$ cat src/hw/rtl/apc_pkg.sv
// shared types and constants for the archive entry path checker
// no dependencies; used by apc_in_reg, apc_core and the top level
package apc_pkg;

  localparam logic [15:0] LENGTH_RESET = 16'd1024;
  localparam logic [15:0] COUNT_MAX    = 16'hFFFF;
  localparam logic [1:0]  SEG_MAX      = 2'd3;

  localparam logic [7:0] CHAR_COLON     = 8'h3A;
  localparam logic [7:0] CHAR_SLASH     = 8'h2F;
  localparam logic [7:0] CHAR_DOT       = 8'h2E;
  localparam logic [7:0] CHAR_BACKSLASH = 8'h5C;
  localparam logic [7:0] CTRL_LIMIT     = 8'h20;

  typedef struct packed {
    logic [7:0] name_byte;
    logic       last_byte;
    logic       empty_name;
  } item_t;

  // segment that just ended is empty, "." or ".."
  function automatic logic seg_bad(input logic [1:0] seg_len, input logic only_dots);
    seg_bad = (seg_len == 2'd0) || (only_dots && (seg_len <= 2'd2));
  endfunction

endpackage

$ cat src/hw/rtl/apc_core.sv
// per-name rule tracking and verdict register of the path checker
// depends on apc_pkg
module apc_core (
  input  logic           clk,
  input  logic           rst,
  input  logic           item_valid,
  input  apc_pkg::item_t item,
  input  logic [15:0]    max_length,
  output logic           advance,
  output logic           out_valid,
  input  logic           out_ready,
  output logic           out_safe
);

  logic [15:0] byte_count;
  logic [1:0]  segment_length;
  logic        segment_only_dots;
  logic        rule_broken;

  logic [15:0] byte_count_next;
  logic [1:0]  segment_length_next;
  logic        segment_only_dots_next;
  logic        rule_broken_next;
  logic        ends_name;
  logic        verdict_bad;

  assign ends_name = item.last_byte || item.empty_name;
  // an item that gives no verdict never waits on the output side
  assign advance = item_valid && (!ends_name || !out_valid || out_ready);

  always_comb begin
    byte_count_next        = byte_count;
    segment_length_next    = segment_length;
    segment_only_dots_next = segment_only_dots;
    rule_broken_next       = rule_broken;
    if (!item.empty_name) begin
      if ((byte_count == 16'd1) && (item.name_byte == apc_pkg::CHAR_COLON)) begin
        rule_broken_next = 1'b1;
      end
      if ((item.name_byte == apc_pkg::CHAR_BACKSLASH) ||
          (item.name_byte < apc_pkg::CTRL_LIMIT)) begin
        rule_broken_next = 1'b1;
      end
      if (item.name_byte == apc_pkg::CHAR_SLASH) begin
        if (apc_pkg::seg_bad(segment_length, segment_only_dots)) begin
          rule_broken_next = 1'b1;
        end
        segment_length_next    = 2'd0;
        segment_only_dots_next = 1'b1;
      end else begin
        if (segment_length != apc_pkg::SEG_MAX) begin
          segment_length_next = segment_length + 2'd1;
        end
        if (item.name_byte != apc_pkg::CHAR_DOT) begin
          segment_only_dots_next = 1'b0;
        end
      end
      if (byte_count != apc_pkg::COUNT_MAX) begin
        byte_count_next = byte_count + 16'd1;
      end
    end
    verdict_bad = rule_broken_next || (byte_count_next == 16'd0) ||
                  apc_pkg::seg_bad(segment_length_next, segment_only_dots_next) ||
                  (byte_count_next > max_length) ||
                  (byte_count_next == apc_pkg::COUNT_MAX);
  end

  always_ff @(posedge clk) begin
    if (rst) begin
      byte_count        <= 16'd0;
      segment_length    <= 2'd0;
      segment_only_dots <= 1'b1;
      rule_broken       <= 1'b0;
    end else if (advance) begin
      if (ends_name) begin
        byte_count        <= 16'd0;
        segment_length    <= 2'd0;
        segment_only_dots <= 1'b1;
        rule_broken       <= 1'b0;
      end else begin
        byte_count        <= byte_count_next;
        segment_length    <= segment_length_next;
        segment_only_dots <= segment_only_dots_next;
        rule_broken       <= rule_broken_next;
      end
    end
  end

  always_ff @(posedge clk) begin
    if (rst) begin
      out_valid <= 1'b0;
    end else if (advance && ends_name) begin
      out_valid <= 1'b1;
    end else if (out_ready) begin
      out_valid <= 1'b0;
    end
  end

  always_ff @(posedge clk) begin
    if (advance && ends_name) begin
      out_safe <= !verdict_bad;
    end
  end

endmodule

$ cat config.mk
export PLATFORM = sky130hd
export DESIGN_NAME = apc_core
export DESIGN_NICKNAME = d
export VERILOG_FILES = /design/src/hw/rtl/apc_pkg.sv /design/src/hw/rtl/apc_core.sv
export SDC_FILE = /design/constraint.sdc
export NUM_CORES = 1
export LEC_CHECK = 0
export ABC_AREA = 1
export BUFFER_PORTS_ARGS = -buffer_cell sky130_fd_sc_hd__buf_4
export CORE_MARGIN = 8
export CORE_UTILIZATION = 40
export CTS_BUF_LIST = sky130_fd_sc_hd__clkbuf_4 sky130_fd_sc_hd__clkbuf_8 sky130_fd_sc_hd__clkbuf_16
export DETAILED_ROUTE_END_ITERATION = 16
export PLACE_DENSITY = 0.65
export SYNTH_ARGS = -nofsm -noshare
export SYNTH_HDL_FRONTEND = slang
export SYNTH_SLANG_ARGS = --single-unit
$ cat constraint.sdc
create_clock -name clk -period 5.1 [get_ports clk]
set_clock_uncertainty 0.05 [all_clocks]
set_input_delay 1.275 -clock clk [delete_from_list [all_inputs] [get_ports clk]]
set_output_delay 1.275 -clock clk [all_outputs]
set_load 0.01 [all_outputs]
Word-level counts from Yosys, hierarchy flattened:

Index checks and enable logic that the tools add are counted.

* bits in writable memories: 0
* memories: 0
* latch bits: 0
* ROM bits: 0
* word-level logic and storage cells: 61
* register bits after elaboration: 22
* bits of input ports: 30

* $add $sub $neg: 2
* mux-type cells: 19
* equality and inequality tests: 8
* bitwise logic cells: 0
* reductions and logical operators: 22
* div/mod/pow operators: 0
* multipliers: 0
* shift-type cells: 0
* $lt $le $gt $ge: 4

Operators with widths (count)
* 16-bit two-way mux: 3
* 16-bit by 1-bit adder with 16-bit output, second input constant: 1
* 16-bit by 1-bit equality test with 1-bit output, second input constant: 1
* 16-bit equality test, second input constant: 1
* 8-bit by 6-bit equality test with 1-bit output, second input constant: 2
* 16-bit greater-than comparator: 1
* 16-bit logical NOT: 1
* 16-bit inequality test, second input constant: 1
* 1-bit two-way mux: 12
* 1-bit logical OR: 10
* 8-bit by 7-bit equality test with 1-bit output, second input constant: 1
* 8-bit by 6-bit < comparator with 1-bit output, second input constant: 1
* 2-bit two-way mux: 4
* 8-bit by 6-bit inequality test with 1-bit output, second input constant: 1
* 1-bit logical AND: 5
* 2-bit less-or-equal comparator, second input constant: 2
* 2-bit logical NOT: 2
* 1-bit logical NOT: 3
* 2-bit by 1-bit adder with 2-bit output, second input constant: 1
* 2-bit inequality test, second input constant: 1
* 2-bit nonzero test: 1

Logic depth before layout (Yosys ltp):

* depth in word-level cells: 12
* depth in mapped cells: 24
* mapped depth without buffers: 24

Least setup slack after synthesis:

OpenSTA, ideal clock, no wires.

* kind: input to output
* from: input item[0] in the netlist's numbering
* to: output advance
* data arrival time: 1916 ps
* data required time: 3775 ps
* setup slack: 1859 ps
* stages: 5
* buffers on the path: 0
* cells stage by stage: nor2_1 > inv_1 > nor2_2 > inv_1 > nand2_1

* cells in the longest elaborated chain, start to end: 5

Ends and longest elaborated chain
* start, declared: line apc_core.sv:7 `input apc_pkg::item_t item,`
* 1-bit logical OR: line apc_core.sv:27 `assign ends_name = item.last_byte || item.empty_name;`
* 1-bit logical NOT: line apc_core.sv:29 `assign advance = item_valid && (!ends_name || !out_valid || out_ready);`
* 1-bit logical OR (2 in a row): line apc_core.sv:29
* 1-bit logical AND: line apc_core.sv:29
* end, declared: line apc_core.sv:9 `output logic advance,`

No other way between the ends.

Worst setup path in the final report:

Same ends and word-level chain as after synthesis.

==> run summary <==
=================================================================================
Result of the run .................................................. finished clean
# IOs ..............................................................           33
Die Span Y .........................................................      92.7 um
Sequential cell area ...............................................      450 um2
Max Fclk ...........................................................      274 MHz
Data required time at the worst endpoint ...........................      3.77 ns
Number of setup violations in the final report .....................            0
Final hold slack ...................................................     0.441 ns
Detailed Route WL ..................................................      6060 um
Total clock sinks ..................................................           22
Setup CP Type ...................................................... input pin to output pin
Power density over the cells .......................................   158 mW/mm2
Number of non-filler instances in the completed layout .............          526
Hold_buf cts .......................................................            0
CTS max path bufs ..................................................            2
Leakage power summed over all cells ................................      1.40 nW
Cell types with the highest counts after synthesis ................. 144 x sky130_fd_sc_hd__nand2_1, 68 x sky130_fd_sc_hd__inv_1, 54 x sky130_fd_sc_hd__nor2_1
Post-detailed-route count of antenna-violating nets ................            0
Effective utilization at floorplan .................................        40.5%
Biggest fanout along the worst timing path .........................           19
Number of rows created at floorplan ................................           28
Total nets after synthesis .........................................          469
Cell at the root of the clock tree ................................. sky130_fd_sc_hd__clkbuf_8
Fraction of layout cells with a size suffix above 1 ................        15.1%
Asr flop ratio synth ...............................................           0%
Number of DRC markers after the initial detailed-route iteration ...          183
DPL Wire Length ....................................................      5000 um
Transition time at the pin with the least slew margin ..............     0.517 ns
Clock buffer count from CTS ........................................            3
Number of remaining DRC errors .....................................            0
Worst supply voltage drop on vdd ...................................       129 uV
Detailed-routing iteration count for the pre-antenna-repair pass ...            4
Final routed wire length divided by cell count .....................      11.5 um
EDFF count, synth ..................................................            1
Buffers added on ports .............................................           32
Overall overflow remaining after global route ......................            0
Number of inserted filler cells in the final layout ................          650
Insertion delay of the later-clocked pin in the worst-skew pair ....      0.26 ns
CTS H-tree lvls ....................................................            1
Number of global-route vias before repair ..........................         2339
Crit path setup slack, layout ......................................      1.45 ns
Antenna cell count .................................................            0
Total routing usage reported by global routing .....................        14.6%
Via Count ..........................................................         2482
Max-slew headroom at the worst pin .................................        65.5%
Gate count of the mapped netlist ...................................          421
Area share of the largest cell type after synthesis ................        23.0%
Area of the placeable core .........................................  0.00582 mm2
Number of warnings reported in the yosys synthesis log .............            0
Pre-CTS WS .........................................................      1.21 ns
Overall die area ...................................................  0.00859 mm2
Post-DP Area .......................................................  0.00266 mm2
Area of all placed cells without fillers ...........................  0.00273 mm2
Final core area utilization ........................................        46.9%
Number of endpoints with negative hold slack in the final report ...            0
Area used by multi-input combinational logic .......................  0.00160 mm2
Tot Pwr ............................................................     0.432 mW
Netlist area before placement ......................................  0.00235 mm2
Part of the cycle the worst path needs .............................        71.6%
Global-route wire length before repair .............................     10500 um
Critical path launch point type ....................................    input pin
Maximum number of pins on one net before global-route repair .......           21
Post-layout net count ..............................................          500
Number of setup buffers added after CTS ............................            0
Kind of path behind the tightest hold check ........................ flop to flop
Top cell type by total area after synthesis ........................ sky130_fd_sc_hd__nand2_1
PostCTS Resize Cnt .................................................            0
Vias per inst ......................................................         4.72
Shortest clock period the worst path allows after layout ...........      3.65 ns
Largest cells by area after synthesis .............................. sky130_fd_sc_hd__nand2_1 23%, sky130_fd_sc_hd__dfxtp_1 18%, sky130_fd_sc_hd__inv_1 11%, sky130_fd_sc_hd__ha_1 9.6%, sky130_fd_sc_hd__nor2_1 8.6%
Sort of element at the end of the critical path ....................   output pin
RSZ-0062 raised after global routing ...............................           no
Data arrival time of the critical path .............................      2.33 ns
Most common cell in the synthesized netlist ........................ sky130_fd_sc_hd__nand2_1
Number of cells after detailed placement ...........................          522
Share of the yosys chip area belonging to registers ................        19.1%
CTS tree ...........................................................          yes
Register clock-pin slew on the reported worst setup and hold paths .      0.09 ns
Relative area change from synthesis to final layout ................        16.0%
Die span in x ......................................................      92.7 um
Antenna violations before repair ...................................            0
Number of distinct library cells after synthesis ...................           29
Reported max-cap violation count ...................................            0
Dominant synthesized flop cell ..................................... sky130_fd_sc_hd__dfxtp_1
Number of synthesized register bits ................................           22
Final weighted congestion of routability-driven global placement ...        0.894
Post-route setup TNS ...............................................         0 ns
Mean instance size in the synthesized netlist ......................     5.59 um2
Number of pins with negative max-slew slack in the final report ....            0
=================================================================================
-- per-layer routing --
layer | track usage [%] | wire [um]
met5 | 0 | 0
met4 | 5.77 | 92
met3 | 0.971 | 259
met2 | 23.6 | 2700
met1 | 19.8 | 3010
-- cell families (layout without fill, tap and decap cells) --
kind of cell             count (synthesis)  in the layout  synth area share, %
AO/OA/AOI/OAI                           40             40                 8.82
adder cells (fa/ha/maj)                 18             18                 9.57
buffers and inverters                   79            109                 13.0
XOR/XNOR                                 3              3                 1.12
flip-flops                              22             22                 19.1
AND/OR/NAND/NOR                        259            259                 48.3
-- flip-flops by register name, indices dropped and copies added (netlist names) --
signal / count
out_safe: 1
out_valid: 1
segment_only_dots: 1
byte_count: 16
rule_broken: 1
segment_length: 2
-- power breakdown --
part	internal [mW]	switching, mW	total, mW	leakage [nW]
Clock	0.105	0.0593	0.164	0.0357
Sequential	0.176	0.00328	0.180	0.180
Combinational	0.0385	0.0499	0.0884	1.18
Total	0.320	0.112	0.432	1.40
-- worst max-delay path, cell delays in order --
cell	delay (ns)
sky130_fd_sc_hd__buf_4	0.15
sky130_fd_sc_hd__nor2_1	0.16
sky130_fd_sc_hd__inv_1	0.08
sky130_fd_sc_hd__nor2_2	0.07
sky130_fd_sc_hd__buf_4	0.23
sky130_fd_sc_hd__inv_1	0.08
sky130_fd_sc_hd__nand2_1	0.12
sky130_fd_sc_hd__buf_4	0.14
-- layout by cell type (no fill, tap or decap), drive strengths merged --
master and count:
nor3 1, dfxtp 21, and2 1, bufinv 1
nand3 29, o21bai 1, nor2 62, or2 1
a21oi 29, clkbuf 3, nand4 7, nand2 155
o21ai 8, and3 1, ha 18, xor2 2
o21a 2, nand3b 2, edfxtp 1, buf 33
inv 72, xnor2 1
-- worst paths after layout --
path	startpoint	endpoint	slack, ns	depth (start not counted)
setup reg to reg	byte_count[0]$_SDFFE_PP0P_	out_safe$_DFFE_PP_	1.98	24
hold / removal	out_valid$_SDFFE_PP0P_	out_valid$_SDFFE_PP0P_	0.44	2
setup / recovery	item[0]	advance	1.45	8
hold reg to reg	out_valid$_SDFFE_PP0P_	out_valid$_SDFFE_PP0P_	0.44	2
-- area by class of cell --
type / count / area share, %
Multi-Input combinational cell: 320 / 58.5
Sequential cell: 22 / 16.5
Inverter: 72 / 9.90
Clock inverter: 1 / 1.10
Timing Repair Buffer: 33 / 9.07
Clock buffer: 3 / 1.51
Tap cell: 75 / 3.44
(Power assumes the default switching activity.)
